`src/hw/rtl/vcw_pkg.sv`:
```
// Package for the velocity command watchdog: field widths, command and
// register codes, reset values and the structs passed between its modules.
// Depends on nothing; every other file of the block uses it.
package vcw_pkg;

    localparam int VEL_W  = 16;
    localparam int LIM_W  = 15;
    localparam int TMO_W  = 16;
    localparam int TIME_W = 32;
    localparam int CODE_W = 32;
    localparam int CMD_W  = 3;

    // Configuration port geometry.
    localparam int CFG_DATA_W = 32;
    localparam int CFG_ADDR_W = 5;

    // Input command codes.
    localparam logic [CMD_W-1:0] CMD_VELOCITY = 3'd0;
    localparam logic [CMD_W-1:0] CMD_HEALTH   = 3'd1;
    localparam logic [CMD_W-1:0] CMD_MOTION   = 3'd2;
    localparam logic [CMD_W-1:0] CMD_CYCLE    = 3'd3;
    localparam logic [CMD_W-1:0] CMD_STOP     = 3'd4;

    // Register indexes (word address).
    localparam logic [2:0] REG_LIMIT_X   = 3'd0;
    localparam logic [2:0] REG_LIMIT_Y   = 3'd1;
    localparam logic [2:0] REG_LIMIT_YAW = 3'd2;
    localparam logic [2:0] REG_CMD_TMO   = 3'd3;
    localparam logic [2:0] REG_STATE_TMO = 3'd4;
    localparam logic [2:0] REG_CTRL_CODE = 3'd5;

    // Register reset values.
    localparam logic [LIM_W-1:0]  RST_LIMIT_X   = 15'd8192;
    localparam logic [LIM_W-1:0]  RST_LIMIT_Y   = 15'd4096;
    localparam logic [LIM_W-1:0]  RST_LIMIT_YAW = 15'd8192;
    localparam logic [TMO_W-1:0]  RST_CMD_TMO   = 16'd400;
    localparam logic [TMO_W-1:0]  RST_STATE_TMO = 16'd2500;
    localparam logic [CODE_W-1:0] RST_CTRL_CODE = 32'd17;

    // Result output codes.
    localparam logic KIND_REPORT = 1'b0;
    localparam logic KIND_DRIVE  = 1'b1;

    // Result sequence that one cycle or stop item produces.
    typedef enum logic [1:0] {
        PLAN_REPORT,
        PLAN_DRIVE,
        PLAN_STOP
    } t_plan;

    typedef struct packed {
        logic [LIM_W-1:0]  limit_x;
        logic [LIM_W-1:0]  limit_y;
        logic [LIM_W-1:0]  limit_yaw;
        logic [TMO_W-1:0]  cmd_tmo;
        logic [TMO_W-1:0]  state_tmo;
        logic [CODE_W-1:0] ctrl_code;
    } t_cfg;

    typedef struct packed {
        t_plan                   plan;
        logic                    ready;
        logic signed [VEL_W-1:0] x;
        logic signed [VEL_W-1:0] y;
        logic signed [VEL_W-1:0] yaw;
    } t_bundle;

endpackage

```
`src/hw/rtl/vcw_if.sv`:
```
// Channel interfaces of the velocity command watchdog: the input item
// channel and the result channel, each with valid/ready. Depends on vcw_pkg.
interface vcw_item_if;
    logic                             valid;
    logic                             ready;
    logic [vcw_pkg::CMD_W-1:0]        cmd;
    logic [vcw_pkg::TIME_W-1:0]       now_ms;
    logic signed [vcw_pkg::VEL_W-1:0] vel_x;
    logic signed [vcw_pkg::VEL_W-1:0] vel_y;
    logic signed [vcw_pkg::VEL_W-1:0] yaw_rate;
    logic                             values_finite;
    logic                             link_matched;
    logic signed [vcw_pkg::CODE_W-1:0] status_value;

    modport source (output valid, cmd, now_ms, vel_x, vel_y, yaw_rate, values_finite,
                    link_matched, status_value, input ready);
    modport sink (input valid, cmd, now_ms, vel_x, vel_y, yaw_rate, values_finite,
                  link_matched, status_value, output ready);
endinterface

interface vcw_result_if;
    logic                             valid;
    logic                             ready;
    logic                             kind;
    logic                             ready_flag;
    logic signed [vcw_pkg::VEL_W-1:0] out_x;
    logic signed [vcw_pkg::VEL_W-1:0] out_y;
    logic signed [vcw_pkg::VEL_W-1:0] out_yaw;
    logic                             last;

    modport source (output valid, kind, ready_flag, out_x, out_y, out_yaw, last,
                    input ready);
    modport sink (input valid, kind, ready_flag, out_x, out_y, out_yaw, last,
                  output ready);
endinterface

```
`src/hw/rtl/vcw_cfg.sv`:
```
// APB-style configuration registers of the velocity command watchdog.
// Depends on vcw_pkg for register codes, widths and reset values.
module vcw_cfg (
    input  logic                               i_clk,
    input  logic                               i_rst_n,
    input  logic                               psel,
    input  logic                               penable,
    input  logic                               pwrite,
    input  logic [vcw_pkg::CFG_ADDR_W-1:0]     paddr,
    input  logic [vcw_pkg::CFG_DATA_W-1:0]     pwdata,
    output logic [vcw_pkg::CFG_DATA_W-1:0]     prdata,
    output logic                               pready,
    output vcw_pkg::t_cfg                      o_cfg
);

    vcw_pkg::t_cfg r_cfg;
    logic          wr_en;
    logic [2:0]    reg_idx;

    assign pready  = 1'b1;
    assign wr_en   = psel && penable && pwrite;
    assign reg_idx = paddr[4:2];

    // Register writes on the access phase of a write transaction.
    always_ff @(posedge i_clk) begin
        if (!i_rst_n) begin
            r_cfg.limit_x   <= vcw_pkg::RST_LIMIT_X;
            r_cfg.limit_y   <= vcw_pkg::RST_LIMIT_Y;
            r_cfg.limit_yaw <= vcw_pkg::RST_LIMIT_YAW;
            r_cfg.cmd_tmo   <= vcw_pkg::RST_CMD_TMO;
            r_cfg.state_tmo <= vcw_pkg::RST_STATE_TMO;
            r_cfg.ctrl_code <= vcw_pkg::RST_CTRL_CODE;
        end else if (wr_en) begin
            unique case (reg_idx)
                vcw_pkg::REG_LIMIT_X:   r_cfg.limit_x   <= pwdata[vcw_pkg::LIM_W-1:0];
                vcw_pkg::REG_LIMIT_Y:   r_cfg.limit_y   <= pwdata[vcw_pkg::LIM_W-1:0];
                vcw_pkg::REG_LIMIT_YAW: r_cfg.limit_yaw <= pwdata[vcw_pkg::LIM_W-1:0];
                vcw_pkg::REG_CMD_TMO:   r_cfg.cmd_tmo   <= pwdata[vcw_pkg::TMO_W-1:0];
                vcw_pkg::REG_STATE_TMO: r_cfg.state_tmo <= pwdata[vcw_pkg::TMO_W-1:0];
                vcw_pkg::REG_CTRL_CODE: r_cfg.ctrl_code <= pwdata[vcw_pkg::CODE_W-1:0];
                default: begin
                end
            endcase
        end
    end

    // Read data mux.
    always_comb begin
        unique case (reg_idx)
            vcw_pkg::REG_LIMIT_X:   prdata = {17'd0, r_cfg.limit_x};
            vcw_pkg::REG_LIMIT_Y:   prdata = {17'd0, r_cfg.limit_y};
            vcw_pkg::REG_LIMIT_YAW: prdata = {17'd0, r_cfg.limit_yaw};
            vcw_pkg::REG_CMD_TMO:   prdata = {16'd0, r_cfg.cmd_tmo};
            vcw_pkg::REG_STATE_TMO: prdata = {16'd0, r_cfg.state_tmo};
            vcw_pkg::REG_CTRL_CODE: prdata = r_cfg.ctrl_code;
            default:                prdata = '0;
        endcase
    end

    assign o_cfg = r_cfg;

endmodule

```
`src/hw/rtl/vcw_eval.sv`:
```
// Input register, watchdog state and evaluation of one item of the velocity
// command watchdog. Depends on vcw_pkg and vcw_item_if.
module vcw_eval (
    input  logic             i_clk,
    input  logic             i_rst_n,
    vcw_item_if.sink         i_item,
    input  vcw_pkg::t_cfg    i_cfg,
    input  logic             i_take,
    output logic             o_bundle_valid,
    output vcw_pkg::t_bundle o_bundle
);

    localparam int VW = vcw_pkg::VEL_W;

    // Input register.
    logic                            r_valid;
    logic [vcw_pkg::CMD_W-1:0]       r_cmd;
    logic [vcw_pkg::TIME_W-1:0]      r_now;
    logic signed [VW-1:0]            r_vx;
    logic signed [VW-1:0]            r_vy;
    logic signed [VW-1:0]            r_vyaw;
    logic                            r_finite;
    logic                            r_link;
    logic [vcw_pkg::CODE_W-1:0]      r_status;

    // Watchdog state.
    logic signed [VW-1:0]            r_held_x;
    logic signed [VW-1:0]            r_held_y;
    logic signed [VW-1:0]            r_held_yaw;
    logic [vcw_pkg::TIME_W-1:0]      r_cmd_time;
    logic [vcw_pkg::TIME_W-1:0]      r_rep_time;
    logic                            r_armed;
    logic                            r_health_seen;
    logic                            r_report_seen;
    logic [vcw_pkg::CODE_W-1:0]      r_motion_code;
    logic [vcw_pkg::CODE_W-1:0]      r_health_code;

    logic                            has_res;
    logic                            consume;
    logic                            stopping;
    logic [vcw_pkg::TIME_W-1:0]      rep_age;
    logic [vcw_pkg::TIME_W-1:0]      cmd_age;
    logic                            stale;
    logic                            rdy;
    logic signed [VW-1:0]            clamp_x;
    logic signed [VW-1:0]            clamp_y;
    logic signed [VW-1:0]            clamp_yaw;

    // Symmetric clamp of a signed value to plus or minus an unsigned limit.
    function automatic logic signed [VW-1:0] clamp_sym(
        input logic signed [VW-1:0]           v,
        input logic [vcw_pkg::LIM_W-1:0]      lim
    );
        logic signed [VW:0] v_ext;
        logic signed [VW:0] l_pos;
        logic signed [VW:0] l_neg;
        logic signed [VW:0] res;
        v_ext = {v[VW-1], v};
        l_pos = $signed({2'b00, lim});
        l_neg = -l_pos;
        if (v_ext > l_pos) begin
            res = l_pos;
        end else if (v_ext < l_neg) begin
            res = l_neg;
        end else begin
            res = v_ext;
        end
        return res[VW-1:0];
    endfunction

    assign has_res  = (r_cmd == vcw_pkg::CMD_CYCLE) || (r_cmd == vcw_pkg::CMD_STOP);
    assign consume  = r_valid && (!has_res || i_take);
    assign i_item.ready = !r_valid || consume;

    // Readiness and staleness from the state before this item.
    assign stopping = (r_cmd == vcw_pkg::CMD_STOP);
    assign rep_age  = r_now - r_rep_time;
    assign cmd_age  = r_now - r_cmd_time;
    assign stale    = cmd_age > {16'd0, i_cfg.cmd_tmo};
    assign rdy      = !stopping && r_link && r_report_seen
                      && (rep_age <= {16'd0, i_cfg.state_tmo})
                      && (r_motion_code == i_cfg.ctrl_code)
                      && (!r_health_seen || (r_health_code == '0));

    assign clamp_x   = clamp_sym(r_vx, i_cfg.limit_x);
    assign clamp_y   = clamp_sym(r_vy, i_cfg.limit_y);
    assign clamp_yaw = clamp_sym(r_vyaw, i_cfg.limit_yaw);

    // Result plan handed to the output sequencer.
    always_comb begin
        o_bundle_valid = r_valid && has_res;
        o_bundle.ready = rdy;
        o_bundle.x     = '0;
        o_bundle.y     = '0;
        o_bundle.yaw   = '0;
        if (!r_armed) begin
            o_bundle.plan = vcw_pkg::PLAN_REPORT;
        end else if (stopping || stale) begin
            o_bundle.plan = vcw_pkg::PLAN_STOP;
        end else begin
            o_bundle.plan = vcw_pkg::PLAN_DRIVE;
            if (rdy) begin
                o_bundle.x   = r_held_x;
                o_bundle.y   = r_held_y;
                o_bundle.yaw = r_held_yaw;
            end
        end
    end

    // Input register: payload loads on each accepted transaction.
    always_ff @(posedge i_clk) begin
        if (!i_rst_n) begin
            r_valid <= 1'b0;
        end else if (i_item.ready) begin
            r_valid <= i_item.valid;
        end
        if (i_item.valid && i_item.ready) begin
            r_cmd    <= i_item.cmd;
            r_now    <= i_item.now_ms;
            r_vx     <= i_item.vel_x;
            r_vy     <= i_item.vel_y;
            r_vyaw   <= i_item.yaw_rate;
            r_finite <= i_item.values_finite;
            r_link   <= i_item.link_matched;
            r_status <= i_item.status_value;
        end
    end

    // State update when the registered item is retired.
    always_ff @(posedge i_clk) begin
        if (!i_rst_n) begin
            r_held_x      <= '0;
            r_held_y      <= '0;
            r_held_yaw    <= '0;
            r_cmd_time    <= '0;
            r_rep_time    <= '0;
            r_armed       <= 1'b0;
            r_health_seen <= 1'b0;
            r_report_seen <= 1'b0;
            r_motion_code <= '0;
            r_health_code <= {{(vcw_pkg::CODE_W-1){1'b0}}, 1'b1};
        end else if (consume) begin
            unique case (r_cmd)
                vcw_pkg::CMD_VELOCITY: begin
                    r_held_x   <= r_finite ? clamp_x : '0;
                    r_held_y   <= r_finite ? clamp_y : '0;
                    r_held_yaw <= r_finite ? clamp_yaw : '0;
                    r_cmd_time <= r_now;
                    r_armed    <= 1'b1;
                end
                vcw_pkg::CMD_HEALTH: begin
                    r_health_code <= r_status;
                    r_health_seen <= 1'b1;
                end
                vcw_pkg::CMD_MOTION: begin
                    r_motion_code <= r_status;
                    r_rep_time    <= r_now;
                    r_report_seen <= 1'b1;
                end
                vcw_pkg::CMD_CYCLE, vcw_pkg::CMD_STOP: begin
                    if (r_armed && (stopping || stale)) begin
                        r_armed <= 1'b0;
                    end
                end
                default: begin
                end
            endcase
        end
    end

endmodule

```
`src/hw/rtl/vcw_emit.sv`:
```
// Result sequencer of the velocity command watchdog: holds one result plan
// and sends its one to three transactions. Depends on vcw_pkg, vcw_result_if.
module vcw_emit (
    input  logic             i_clk,
    input  logic             i_rst_n,
    input  logic             i_bundle_valid,
    input  vcw_pkg::t_bundle i_bundle,
    output logic             o_take,
    vcw_result_if.source     o_res
);

    logic             r_busy;
    logic [1:0]       r_idx;
    vcw_pkg::t_bundle r_bundle;
    logic             is_last;
    logic             done;

    // Result fields for the current position in the sequence.
    always_comb begin
        o_res.kind       = vcw_pkg::KIND_DRIVE;
        o_res.ready_flag = 1'b0;
        o_res.out_x      = '0;
        o_res.out_y      = '0;
        o_res.out_yaw    = '0;
        unique case (r_idx)
            2'd0: begin
                o_res.kind       = vcw_pkg::KIND_REPORT;
                o_res.ready_flag = r_bundle.ready;
                is_last          = (r_bundle.plan == vcw_pkg::PLAN_REPORT);
            end
            2'd1: begin
                o_res.out_x   = r_bundle.x;
                o_res.out_y   = r_bundle.y;
                o_res.out_yaw = r_bundle.yaw;
                is_last       = (r_bundle.plan == vcw_pkg::PLAN_DRIVE);
            end
            default: begin
                is_last = 1'b1;
            end
        endcase
    end

    assign o_res.valid = r_busy;
    assign o_res.last  = is_last;
    assign done        = r_busy && o_res.ready && is_last;
    assign o_take      = !r_busy || done;

    // Sequence position; a new plan loads as the old one finishes.
    always_ff @(posedge i_clk) begin
        if (!i_rst_n) begin
            r_busy <= 1'b0;
            r_idx  <= 2'd0;
        end else if (o_take) begin
            r_busy <= i_bundle_valid;
            r_idx  <= 2'd0;
        end else if (o_res.ready) begin
            r_idx <= r_idx + 2'd1;
        end
        if (o_take && i_bundle_valid) begin
            r_bundle <= i_bundle;
        end
    end

endmodule

```
`src/hw/rtl/velocity_command_watchdog.sv`:
```
// Velocity command watchdog top level. An accepted item is held in the input
// register; its result plan loads into the sequencer register, which sends the
// results. Report and command items retire without the result port; a cycle or
// stop item waits for the sequencer, which then sends its one to three results.
// Reset (synchronous, active low) disarms the path, clears held state and
// restores the register defaults.
module velocity_command_watchdog (
    input  logic                           i_clk,
    input  logic                           i_rst_n,
    vcw_item_if.sink                       i_item,
    vcw_result_if.source                   o_res,
    input  logic                           psel,
    input  logic                           penable,
    input  logic                           pwrite,
    input  logic [vcw_pkg::CFG_ADDR_W-1:0] paddr,
    input  logic [vcw_pkg::CFG_DATA_W-1:0] pwdata,
    output logic [vcw_pkg::CFG_DATA_W-1:0] prdata,
    output logic                           pready
);

    vcw_pkg::t_cfg    cfg;
    vcw_pkg::t_bundle bundle;
    logic             bundle_valid;
    logic             take;

    // Configuration registers.
    vcw_cfg u_cfg (
        .i_clk   (i_clk),
        .i_rst_n (i_rst_n),
        .psel    (psel),
        .penable (penable),
        .pwrite  (pwrite),
        .paddr   (paddr),
        .pwdata  (pwdata),
        .prdata  (prdata),
        .pready  (pready),
        .o_cfg   (cfg)
    );

    // Item register, state and evaluation.
    vcw_eval u_eval (
        .i_clk          (i_clk),
        .i_rst_n        (i_rst_n),
        .i_item         (i_item),
        .i_cfg          (cfg),
        .i_take         (take),
        .o_bundle_valid (bundle_valid),
        .o_bundle       (bundle)
    );

    // Result sequencing.
    vcw_emit u_emit (
        .i_clk          (i_clk),
        .i_rst_n        (i_rst_n),
        .i_bundle_valid (bundle_valid),
        .i_bundle       (bundle),
        .o_take         (take),
        .o_res          (o_res)
    );

endmodule

```
`src/flat_wrapper.sv`:
```
// flat-port wrapper written by rule: the top's interface ports become plain ports
module velocity_command_watchdog_flat 
  (i_clk, i_rst_n, psel, penable, pwrite, paddr, pwdata, prdata, pready, i_item_valid, i_item_cmd, i_item_now_ms, i_item_vel_x, i_item_vel_y, i_item_yaw_rate, i_item_values_finite, i_item_link_matched, i_item_status_value, i_item_ready, o_res_valid, o_res_kind, o_res_ready_flag, o_res_out_x, o_res_out_y, o_res_out_yaw, o_res_last, o_res_ready);
  vcw_item_if i_item_i ();
  vcw_result_if o_res_i ();
  input  logic i_clk;
  input  logic i_rst_n;
  input  logic psel;
  input  logic penable;
  input  logic pwrite;
  input  logic [vcw_pkg::CFG_ADDR_W-1:0] paddr;
  input  logic [vcw_pkg::CFG_DATA_W-1:0] pwdata;
  output logic [vcw_pkg::CFG_DATA_W-1:0] prdata;
  output logic pready;
  input wire logic [$bits(i_item_i.valid)-1:0] i_item_valid;
  input wire logic [$bits(i_item_i.cmd)-1:0] i_item_cmd;
  input wire logic [$bits(i_item_i.now_ms)-1:0] i_item_now_ms;
  input wire logic [$bits(i_item_i.vel_x)-1:0] i_item_vel_x;
  input wire logic [$bits(i_item_i.vel_y)-1:0] i_item_vel_y;
  input wire logic [$bits(i_item_i.yaw_rate)-1:0] i_item_yaw_rate;
  input wire logic [$bits(i_item_i.values_finite)-1:0] i_item_values_finite;
  input wire logic [$bits(i_item_i.link_matched)-1:0] i_item_link_matched;
  input wire logic [$bits(i_item_i.status_value)-1:0] i_item_status_value;
  output wire logic [$bits(i_item_i.ready)-1:0] i_item_ready;
  output wire logic [$bits(o_res_i.valid)-1:0] o_res_valid;
  output wire logic [$bits(o_res_i.kind)-1:0] o_res_kind;
  output wire logic [$bits(o_res_i.ready_flag)-1:0] o_res_ready_flag;
  output wire logic [$bits(o_res_i.out_x)-1:0] o_res_out_x;
  output wire logic [$bits(o_res_i.out_y)-1:0] o_res_out_y;
  output wire logic [$bits(o_res_i.out_yaw)-1:0] o_res_out_yaw;
  output wire logic [$bits(o_res_i.last)-1:0] o_res_last;
  input wire logic [$bits(o_res_i.ready)-1:0] o_res_ready;
  assign i_item_i.valid = i_item_valid;
  assign i_item_i.cmd = i_item_cmd;
  assign i_item_i.now_ms = i_item_now_ms;
  assign i_item_i.vel_x = i_item_vel_x;
  assign i_item_i.vel_y = i_item_vel_y;
  assign i_item_i.yaw_rate = i_item_yaw_rate;
  assign i_item_i.values_finite = i_item_values_finite;
  assign i_item_i.link_matched = i_item_link_matched;
  assign i_item_i.status_value = i_item_status_value;
  assign i_item_ready = i_item_i.ready;
  assign o_res_valid = o_res_i.valid;
  assign o_res_kind = o_res_i.kind;
  assign o_res_ready_flag = o_res_i.ready_flag;
  assign o_res_out_x = o_res_i.out_x;
  assign o_res_out_y = o_res_i.out_y;
  assign o_res_out_yaw = o_res_i.out_yaw;
  assign o_res_last = o_res_i.last;
  assign o_res_i.ready = o_res_ready;
  velocity_command_watchdog u_core (.i_clk(i_clk), .i_rst_n(i_rst_n), .i_item(i_item_i), .o_res(o_res_i), .psel(psel), .penable(penable), .pwrite(pwrite), .paddr(paddr), .pwdata(pwdata), .prdata(prdata), .pready(pready));
endmodule
```
`config.mk`:
```
export PLATFORM = sky130hd
export DESIGN_NAME = velocity_command_watchdog_flat
export DESIGN_NICKNAME = d
export VERILOG_FILES = /design/src/hw/rtl/vcw_pkg.sv /design/src/hw/rtl/vcw_if.sv /design/src/hw/rtl/vcw_cfg.sv /design/src/hw/rtl/vcw_eval.sv /design/src/hw/rtl/vcw_emit.sv /design/src/hw/rtl/velocity_command_watchdog.sv /design/src/flat_wrapper.sv
export SDC_FILE = /design/constraint.sdc
export NUM_CORES = 1
export LEC_CHECK = 0
export BUFFER_PORTS_ARGS = -buffer_cell sky130_fd_sc_hd__buf_4
export CAP_MARGIN = 10
export CORE_AREA = 5 5 217 219
export DETAILED_ROUTE_END_ITERATION = 10
export DIE_AREA = 0 0 222 224
export HOLD_SLACK_MARGIN = 0.05
export PLACE_DENSITY = 0.84
export SYNTH_ARGS = -nofsm -noshare
export SYNTH_HDL_FRONTEND = slang
export SYNTH_HIERARCHICAL = 1
export SYNTH_SLANG_ARGS = --single-unit
export TNS_END_PERCENT = 10
```
`constraint.sdc`:
```
create_clock -name i_clk -period 8.9 [get_ports i_clk]
set_input_delay 1.335 -clock i_clk [delete_from_list [all_inputs] [get_ports i_clk]]
set_output_delay 1.335 -clock i_clk [all_outputs]
set_load 0.05 [all_outputs]
```
Word level (Yosys, flattened, before mapping)
Index checks and enable logic that the tools add are counted.
W data, S select, Z words.
- register bits: 460
- bits in latches: 0
- bits in writable memories: 0
- ROM bits: 0
- bits of input ports: 161
- output and inout port bits: 86
- word-level logic and storage cells: 125
- memories: 0
- $add $sub $neg: 6
- multipliers: 0
- div/mod/pow operators: 0
- magnitude comparators: 8
- equality and inequality tests: 13
- shifts and indexed selects: 0
- multiplexer cells: 19
- bitwise operators: 3
- reduce and logical (&&, ||, !) cells: 44
- operator list (kind ; count):
    $mux W16 ; 12
    $pmux W32 S6 ; 1
    $sub A32 B32 Y32 ; 2
    $lt A16 B17 Y1 ; 3
    $neg A15 Y17 ; 3
    $gt A16 B16 Y1 ; 3
    $eq A32 B32 Y1 ; 1
    $gt A32 B16 Y1 ; 1
    $le A32 B16 Y1 ; 1
    $logic_not A32 Y1 ; 1
    $reduce_and A2 Y1 ; 9
    $logic_and A1 B1 Y1 ; 14
    $eq A3 B2 Y1 const B ; 4
    $eq A3 B3 Y1 const B ; 3
    $eq A3 B1 Y1 const B ; 2
    $logic_not A3 Y1 ; 2
    $logic_or A1 B1 Y1 ; 6
    $logic_not A1 Y1 ; 5
    $eq A2 B1 Y1 const B ; 2
    $logic_not A2 Y1 ; 2
    $pmux W1 S2 ; 2
    $reduce_or A2 Y1 ; 2
    $mux W1 ; 3
    $not A1 Y1 ; 3
    6 further kinds ; 6

Longest topological paths before layout
Gate-level depths: netlist of the first run.
- word-level depth: 9
- depth in mapped cells: 22

Modules after synthesis
Netlist of the first run, hierarchy kept.
- modules (own cells, without submodules) (module ; instances ; cells each ; area an instance (sq um) ; sequential area each (sq um)):
    vcw_eval ; 1 ; 2313 ; 19884.1 ; 7116.8
    vcw_cfg ; 1 ; 530 ; 5068.6 ; 2182.1
    vcw_emit ; 1 ; 126 ; 2040.7 ; 1591.5

Worst setup path before layout of the first run
OpenSTA, ideal clock, no wires.
- path type: input port to flip-flop
- start point: input port o_res_ready
- end point: register u_core/u_eval/r_cmd[0] (netlist name), enable pin
- data arrival time: 7143 ps
- path slack: 1149 ps
- stages on the path: 5
- path through: or3b_1 > o311a_2 > inv_1 > nor2b_1 > nor2b_1
- cells in the longest elaborated chain, start to end: 7
- RTL lines (element ; RTL line ; text):
    start, declared ; flat_wrapper.sv:32 ; input wire logic [$bits(o_res_i.ready)-1:0] o_res_ready;
    $logic_and A1 B1 Y1 (2 in a row) ; vcw_emit.sv:45 ; assign done = r_busy && o_res.ready && is_last;
    $logic_or A1 B1 Y1 ; vcw_emit.sv:46 ; assign o_take = !r_busy || done;
    net u_core.take ; velocity_command_watchdog.sv:24 ; logic take;
    $logic_or A1 B1 Y1 ; vcw_eval.sv:72 ; assign consume = r_valid && (!has_res || i_take);
    $logic_and A1 B1 Y1 ; vcw_eval.sv:72 ;
    $logic_or A1 B1 Y1 ; vcw_eval.sv:73 ; assign i_item.ready = !r_valid || consume;
    $logic_and A1 B1 Y1 ; vcw_eval.sv:117 ; if (i_item.valid && i_item.ready) begin
    end signal, assigned ; vcw_eval.sv:118 ; r_cmd <= i_item.cmd;
    end, declared ; vcw_eval.sv:17 ; logic [vcw_pkg::CMD_W-1:0] r_cmd;
The timed path passes the listed nets, and every way through them passes these cells.
A chain may end at the register's enable or synchronous reset.

Worst setup path in the final report of the first run
- start point: register u_core/u_eval/r_now[0] (netlist name)
- end point: register u_core/u_emit/r_bundle[30] (netlist name) (data pin)
- cells in the longest elaborated chain, start to end: 7
- elaborated cells between the ends (all ways): 10
- classes of those cells: add/sub (2); order compare (2); bitwise (1); reduce/logical (5)
- RTL lines (element ; RTL line ; text):
    start, declared ; vcw_eval.sv:18 ; logic [vcw_pkg::TIME_W-1:0] r_now;
    start signal, assigned ; vcw_eval.sv:119 ; r_now <= i_item.now_ms;
    $sub A32 B32 Y32 ; vcw_eval.sv:77 ; assign rep_age = r_now - r_rep_time;
    $le A32 B16 Y1 ; vcw_eval.sv:81 ; && (rep_age <= {16'd0, i_cfg.state_tmo})
    $logic_and A1 B1 Y1 ; vcw_eval.sv:81 ;
    $logic_and A1 B1 Y1 ; vcw_eval.sv:82 ; && (r_motion_code == i_cfg.ctrl_code)
    $logic_and A1 B1 Y1 ; vcw_eval.sv:83 ; && (!r_health_seen || (r_health_code == '0));
    $not A1 Y1 (no line) ; -- ;
    $reduce_or A3 Y1 (no line) (*) ; -- ;
    end signal, assigned ; vcw_emit.sv:60 ; r_bundle <= i_bundle;
    end, declared ; vcw_emit.sv:14 ; vcw_pkg::t_bundle r_bundle;
Every way passes the cells marked *; elsewhere a longest branch is shown, timed or not.

==> results.py, run 1 <==
metrics = {
    "status": {
        "status": "finished, final reports clean",
    },
    "worst_setup_path": {
        "required_ns": 9.38,
        "rrSetupSlack_ns": 3.23,
        "path_buf_inv": 2,
        "timing.rr.end": "u_core/u_emit/r_bundle[30]$_DFFE_PP_",
        "path_delay_family": "simple AND/OR/NAND/NOR gates",
        "r2r_cells": 19,
        "cp_num_cells": 19,
        "max_stage_delay_ns": 0.80,
        "slowest_stage": "nor4_2",
        "startpoint_type": "register",
        "crit_path_max_fanout": 49,
        "worstPathCellList": "inv_1, ha_1, inv_1, fa_1, a211oi_1, o21ai_0, a21oi_1, nor2_1, nor2_1, xnor2_1, ha_1, nand4_1, nor4_1, a21oi_1, a2111oi_2, o2111ai_1, nor4_2, and2_4, and3_1",
        "cp-end-kind": "register",
        "critical_path_arrival_ns": 6.14,
        "crit_type": "register to register",
        "r2r_start": "u_core/u_eval/r_now[0]$_DFFE_PP_",
    },
    "power_and_ir_drop": {
        "power_per_cell_area_nw_per_um2": 162,
        "p_leak_nw": 12.1,
        "power_switching_w": 0.00131,
        "comb_power_share_pct": 12.7,
        "swShare_pct": 26.3,
        "p_clk_share_pct": 41.5,
        "p_total_w": 0.00497,
        "vdd_drop_max_mv": 0.143,
        "p_int_w": 0.00366,
        "seqPwrFrac_pct": 45.8,
    },
    "detailed_routing": {
        "vias": 22780,
        "firstDrtPassIters": 8,
        "ant_nets": 0,
        "wirelength_um": 78500,
        "post-route-drc-count": 0,
        "routedWlPerCell_um": 20.8,
        "drtIter0Drc": 2357,
        "via_per_inst": 6.04,
    },
    "cts": {
        "cts_setup_buffers": 0,
        "clk_latency_ns": 0.62,
        "root_buffer": "clkbuf_16",
        "cts_made_buffers": 51,
        "clk_pin_slew_worst_paths_ns": 0.06,
        "cts_resized": 0,
        "htreeDepth": 2,
        "clk_path_buf_depth": 3,
        "cts.sinks": 460,
        "cts_tree": "built",
        "hold_buffers": 0,
    },
    "layout": {
        "synthToLayoutAreaGrowth_pct": 13.7,
        "drive_gt1_share_pct": 13.2,
        "final_cell_area_um2": 30700,
        "final_common_cell": "nand2_1",
        "final_cell_mix": "nand2_1 (511), dfxtp_1 (292), buf_4 (259)",
        "nets": 3483,
    },
    "yosys": {
        "synth_nets": 3324,
        "syn_area_per_cell_um2": 9.09,
        "synth_area_leader_cell": "dfxtp_1",
        "ys_ff_latch": 460,
        "ys_warn_count": 6,
        "synth_edf_count": 168,
        "syn_area_um2": 27000,
        "ys_seq_area_share_pct": 40.3,
        "synth_area_leaders": "dfxtp_1 (22%), edfxtp_1 (19%), ha_1 (8.9%)",
        "ys.flop_type": "dfxtp_1",
        "yosysTopAreaCellShare_pct": 21.7,
        "synth-async-reset-ratio_pct": 0,
        "ys_types": 87,
        "netlist_instances": 2969,
    },
    "floorplanning": {
        "die_x_um": 222,
        "initial_core_util_pct": 60.1,
        "fp.dieArea_um2": 49700,
        "io_pins": 247,
        "core.rowCount": 78,
        "dieHeight_um": 224,
        "core_area_um2": 44900,
    },
    "placed_design": {
        "place_congestion": 0.958,
        "portBuffers": 243,
        "post_dp_cell_area_um2": 29100,
        "place_hpwl_um": 58300,
        "pre_cts_ws_ns": 3.42,
    },
    "grt": {
        "grt_max_degree": 118,
        "grt_pass1_vias": 22161,
        "grt_overflow": 0,
        "grtUsageTotal_pct": 30.3,
        "grt_pass1_wl_um": 122000,
        "antenna_found_initial": 1,
    },
    "timing": {
        "report.final.hold_viol_count": 0,
        "worst_slew_pin_slew_ns": 1.14,
        "finalCritPeriodShare_pct": 63.7,
        "relSlewSlack_pct": 24.0,
        "setup_violations": 0,
        "tns_ns": 0,
        "rsz0062_at_grt": "no",
        "fin_worst_skew_ns": 0.0403,
        "fmax_mhz": 177,
        "drv_slew": 0,
        "setup_ws_ns": 3.23,
        "layout_min_cycle_time_ns": 5.67,
    },
    "worst_hold_path": {
        "min_to": "u_core/u_eval/r_held_yaw[15]$_SDFFE_PN0P_",
        "holdPathStages": 2,
        "min_from": "u_core/u_eval/r_held_yaw[15]$_SDFFE_PN0P_",
        "hold_path_class": "register to register",
    },
    "job": {
        "drv_cap": 0,
    },
}
[synth_stat cells, types with 8 or more instances]
master	instances
nor3_1	41
ha_1	192
and3_1	64
nand2b_1	26
dfxtp_1	292
nand4_1	43
a21o_1	53
o21a_1	46
nand3_1	42
inv_1	182
a211o_1	8
mux2_2	27
o21bai_1	10
nand2_1	511
a22oi_1	24
a211oi_1	11
a221o_1	8
a31o_2	12
a31oi_1	17
edfxtp_1	168
xnor2_1	91
clkbuf_1	111
buf_2	18
buf_6	10
nor4_1	21
o21ai_0	109
or3_1	21
a21boi_0	131
xor2_1	18
a21oi_1	126
mux2i_1	156
o22ai_1	10
and2_1	86
nor3b_1	9
nor2b_1	33
nor2_1	90
o211ai_1	18
[cells by family (layout without fill, tap and decap cells)]
group | Yosys count | count (layout) | share of synthesized area, %
simple gates | 1021 | 1021 | 18.1
compound gates | 665 | 665 | 16.9
flops | 460 | 460 | 40.3
buf+inv | 336 | 536 | 5.13
fa+ha+maj | 194 | 194 | 9.05
mux | 183 | 183 | 6.91
xor+xnor | 109 | 109 | 3.54
other cells | 1 | 2 | 0.0139
[worst min-delay path: cells and delay by family, from the launching register on]
kind               cells  cell delay, ns
DFF                    1            0.32
AOI/OAI and AO/OA      1            0.06
and+or+nand+nor        1            0.05
[stage by stage]
stage | hold WS, ns | cells | util (%)
finish | 0.451 | 3770 | 68.4
global placement | 0.427 | 3675 | 64.7
floorplan | 0.417 | 2969 | -
detailed placement | 0.437 | 3675 | 64.7
global route | 0.486 | 3769 | 68.4
CTS | 0.455 | 3769 | 68.4
[per-layer routing]
layer  track usage (%)  vias to the layer above  wire length [µm]
li1                  -                    10811                 -
met1              39.3                    10892             32400
met2              52.0                      900             37700
met3              5.03                      175              5700
met4              9.90                        2              2750
met5                 0                        -                 9
[final cells by class]
type | count | area [µm²]
Timing Repair Buffer | 260 | 1960
Inverter | 182 | 683
Antenna cell | 1 | 2.50
Fill cell | 3479 | 14200
Multi-Input combinational cell | 2173 | 14800
Tap cell | 600 | 751
Clock inverter | 24 | 234
Clock buffer | 70 | 1400
Sequential cell | 460 | 10900
[registers in the layout, indices dropped and copies added, names as in the netlist, 32 cells and up]
register / flops
u_core/u_cfg/o_cfg: 109
u_core/u_emit/r_bundle: 51
u_core/u_eval/r_motion_code: 32
u_core/u_eval/r_rep_time: 32
u_core/u_eval/r_cmd_time: 32
u_core/u_eval/r_status: 32
u_core/u_eval/r_now: 32
u_core/u_eval/r_health_code: 32
[power groups by stage]
stage | registers (W) | clock network [W] | logic, W
final | 0.00228 | 0.00206 | 0.000633
after global routing | 0.00228 | 0.00218 | 0.000693
after CTS | 0.00228 | 0.00209 | 0.000625
after detailed placement | 0.00232 | 0 | 0.000619
after global placement | 0.00232 | 0 | 0.000603
after floorplan | 0.00230 | 0 | 0.000433
[worst max-delay path by stage]
stage                                                 endpoint  slack (ns)                             start
final                     u_core/u_emit/r_bundle[30]$_DFFE_PP_        3.23  u_core/u_eval/r_now[0]$_DFFE_PP_
after floorplan               u_core/u_eval/r_cmd[0]$_DFFE_PP_        1.15                       o_res_ready
after detailed placement  u_core/u_emit/r_bundle[30]$_DFFE_PP_        3.42  u_core/u_eval/r_now[0]$_DFFE_PP_
after global routing      u_core/u_emit/r_bundle[30]$_DFFE_PP_        2.73  u_core/u_eval/r_now[0]$_DFFE_PP_
after global placement    u_core/u_emit/r_bundle[28]$_DFFE_PP_        3.57  u_core/u_eval/r_now[0]$_DFFE_PP_
after CTS                 u_core/u_emit/r_bundle[30]$_DFFE_PP_        3.35  u_core/u_eval/r_now[0]$_DFFE_PP_
Power figures use the tool's default switching activity.
==> run 2: changes to the inputs <==
- ABC_AREA: not set -> 1
- CORE_AREA: 5 5 217 219 -> 5 5 233 235
- DIE_AREA: 0 0 222 224 -> 0 0 238 240
- PLACE_DENSITY: 0.84 -> 0.8
- clock period: 8.9 -> 5.2 ns (I/O delays scaled with it)
==> results.py, run 2 <==
metrics = {
    "status": {
        "status": "finished, final reports clean",
    },
    "timing": {
        "drv_slew": 0,
        "relSlewSlack_pct": 20.3,
        "hold_slack_ns": 0.363,
        "report.final.hold_viol_count": 0,
        "setup_violations": 0,
        "finalCritPeriodShare_pct": 84.0,
        "worst_slew_pin_slew_ns": 1.19,
        "layout_min_cycle_time_ns": 4.37,
        "tns_ns": 0,
        "setup_ws_ns": 0.834,
        "rsz0062_at_grt": "no",
        "fin_worst_skew_ns": 0.0202,
        "fmax_mhz": 229,
    },
    "grt": {
        "grt_max_degree": 140,
        "grt_pass1_wl_um": 124000,
        "grt_pass1_vias": 23740,
        "grtUsageTotal_pct": 26.7,
        "grt_overflow": 0,
        "antenna_found_initial": 3,
    },
    "layout": {
        "largest_reg_flops": 109,
        "drive_gt1_share_pct": 9.10,
        "nets": 4536,
        "synthToLayoutAreaGrowth_pct": 13.7,
        "nFillCells": 4689,
        "instances_no_fill": 4911,
        "final_cell_area_um2": 32000,
        "final_common_cell": "nand2_1",
        "final_cell_mix": "nand2_1 (1053), inv_1 (606), nor2_1 (480)",
    },
    "cts": {
        "cts.sinks": 460,
        "cts_tree": "built",
        "hold_buffers": 0,
        "cts_made_buffers": 49,
        "clk_pin_slew_worst_paths_ns": 0.06,
        "clk_latency_ns": 0.59,
        "cts_resized": 0,
        "htreeDepth": 2,
        "cts_setup_buffers": 0,
        "root_buffer": "clkbuf_16",
        "clk_path_buf_depth": 3,
    },
    "detailed_routing": {
        "post-route-drc-count": 0,
        "wirelength_um": 78700,
        "via_per_inst": 5.33,
        "firstDrtPassIters": 6,
        "routedWlPerCell_um": 16.0,
        "ant_nets": 0,
        "drtIter0Drc": 2655,
        "vias": 26189,
    },
    "floorplanning": {
        "initial_core_util_pct": 54.1,
        "dieHeight_um": 240,
        "core_area_um2": 52000,
        "die_x_um": 238,
        "io_pins": 247,
        "core.rowCount": 84,
        "fp.dieArea_um2": 57100,
    },
    "yosys": {
        "synth_commonest_cells": "nand2_1 (1053), inv_1 (607), nor2_1 (482)",
        "synth_mux_area_share_pct": 0,
        "ys_ff_latch": 460,
        "synthAdderAreaFrac_pct": 8.68,
        "synth_top_family_by_area": "simple AND/OR/NAND/NOR gates",
        "synth-compound-area-share_pct": 10.2,
        "syn_area_per_cell_um2": 6.99,
        "synth_area_leader_cell": "dfxtp_1",
        "ys.flop_type": "dfxtp_1",
        "ys_types": 39,
        "synth-simple-area-share_pct": 29.2,
        "synth_nets": 4380,
        "netlist_instances": 4025,
        "ys_warn_count": 6,
        "synth_xor_area_share_pct": 2.27,
        "synth_edf_count": 168,
        "yosysTopAreaCellShare_pct": 20.8,
        "ys_seq_area_share_pct": 38.7,
        "synth-async-reset-ratio_pct": 0,
        "synth_area_leaders": "dfxtp_1 (21%), edfxtp_1 (18%), nand2_1 (14%)",
        "synth.most_common_cell": "nand2_1",
        "syn_area_um2": 28100,
    },
    "placed_design": {
        "pre_cts_ws_ns": 0.864,
        "dp.cells": 4818,
        "post_dp_cell_area_um2": 30300,
        "place_hpwl_um": 58400,
        "portBuffers": 243,
        "place_congestion": 0.946,
    },
    "worst_setup_path": {
        "slowest_stage": "edfxtp_1",
        "crit_path_max_fanout": 23,
        "startpoint_type": "register",
        "critical_path_arrival_ns": 4.80,
        "max_stage_delay_ns": 0.53,
        "worstPathCellList": "inv_1, fa_1, inv_1, nand3_1, nand3_2, nand2_1, nand2_1, nand2_1, nand2_1, xor2_1, ha_1, nand2_1, nor4_1, nand3_1, nand2_1, nand3_1, nor2_1, nand4_1, nor2_1, nand3_2, buf_4, nor2_1",
        "cp-end-kind": "register",
        "crit_top_cell": "nand2_1",
        "required_ns": 5.64,
        "crit_type": "register to register",
    },
    "worst_hold_path": {
        "hold_path_class": "input port to register",
    },
    "power_and_ir_drop": {
        "seqPwrFrac_pct": 44.4,
        "vdd_drop_max_mv": 0.283,
        "p_int_w": 0.00644,
        "p_clk_share_pct": 41.3,
        "p_leak_nw": 14.9,
        "power_switching_w": 0.00238,
        "swShare_pct": 26.9,
        "comb_power_share_pct": 14.3,
        "power_per_cell_area_nw_per_um2": 276,
    },
    "job": {
        "drv_cap": 0,
    },
}
run 2: stage by stage:
stage | util, % | total power [W]
floorplan | - | 0.00484
global placement | 58.2 | 0.00520
detailed placement | 58.2 | 0.00523
CTS | 61.5 | 0.00885
global route | 61.5 | 0.00921
finish | 61.5 | 0.00882
run 2: layer usage:
layer  track usage (%)  vias up  share of wire, %
met3              5.02      140               9.0
met2              42.8      990                45
li1                  -    13240                 -
met4              8.71        2               3.0
met1              36.7    11817                42
met5                 0        -             0.017
run 2: worst paths after layout:
kind,startpoint,end,slack (ns),cells after the start
max,u_core/u_eval/r_now[1]$_DFFE_PP_,u_core/u_emit/r_bundle[36]$_DFFE_PP_,0.83,22
min,i_item_yaw_rate[10],u_core/u_eval/r_vyaw[10]$_DFFE_PP_,0.36,1
max reg2reg,u_core/u_eval/r_now[1]$_DFFE_PP_,u_core/u_emit/r_bundle[36]$_DFFE_PP_,0.83,22
min reg2reg,u_core/u_eval/r_health_code[30]$_SDFFE_PN0P_,u_core/u_eval/r_health_code[30]$_SDFFE_PN0P_,0.45,2
run 2: power by group through the flow:
stage / combinational, W / sequential, W / clock (W)
floorplan: 0.000889 / 0.00395 / 0
global placement: 0.00122 / 0.00398 / 0
detailed placement: 0.00124 / 0.00399 / 0
CTS: 0.00125 / 0.00391 / 0.00370
global route: 0.00143 / 0.00392 / 0.00386
finish: 0.00126 / 0.00391 / 0.00364
run 2: worst max-delay path, delay by kind of cell (launching register included):
kind                     cells  cell delay [ns]
buffers and inverters        3             0.64
flip-flops                   1             0.53
AND/OR/NAND/NOR             16             2.18
adder cells (fa/ha/maj)      2             0.74
XOR/XNOR                     1             0.09
run 2: cell type report:
type | instances | area [µm²] | area share (%)
Tap cell | 688 | 861 | 2.69
Inverter | 621 | 2330 | 7.29
Clock inverter | 26 | 284 | 0.888
Sequential cell | 460 | 10900 | 34.0
Clock buffer | 65 | 1410 | 4.41
Multi-Input combinational cell | 2787 | 14200 | 44.4
Antenna cell | 2 | 5.00 | 0.0156
Timing Repair Buffer | 262 | 2000 | 6.24
run 2: logic make-up after synthesis:
kind of cell               count (synthesis)
other                                      1
AOI/OAI and AO/OA                        548
buffers and inverters                    778
DFF                                      460
and+or+nand+nor                         1971
adders and majority gates                194
xor gates and xnor gates                  73
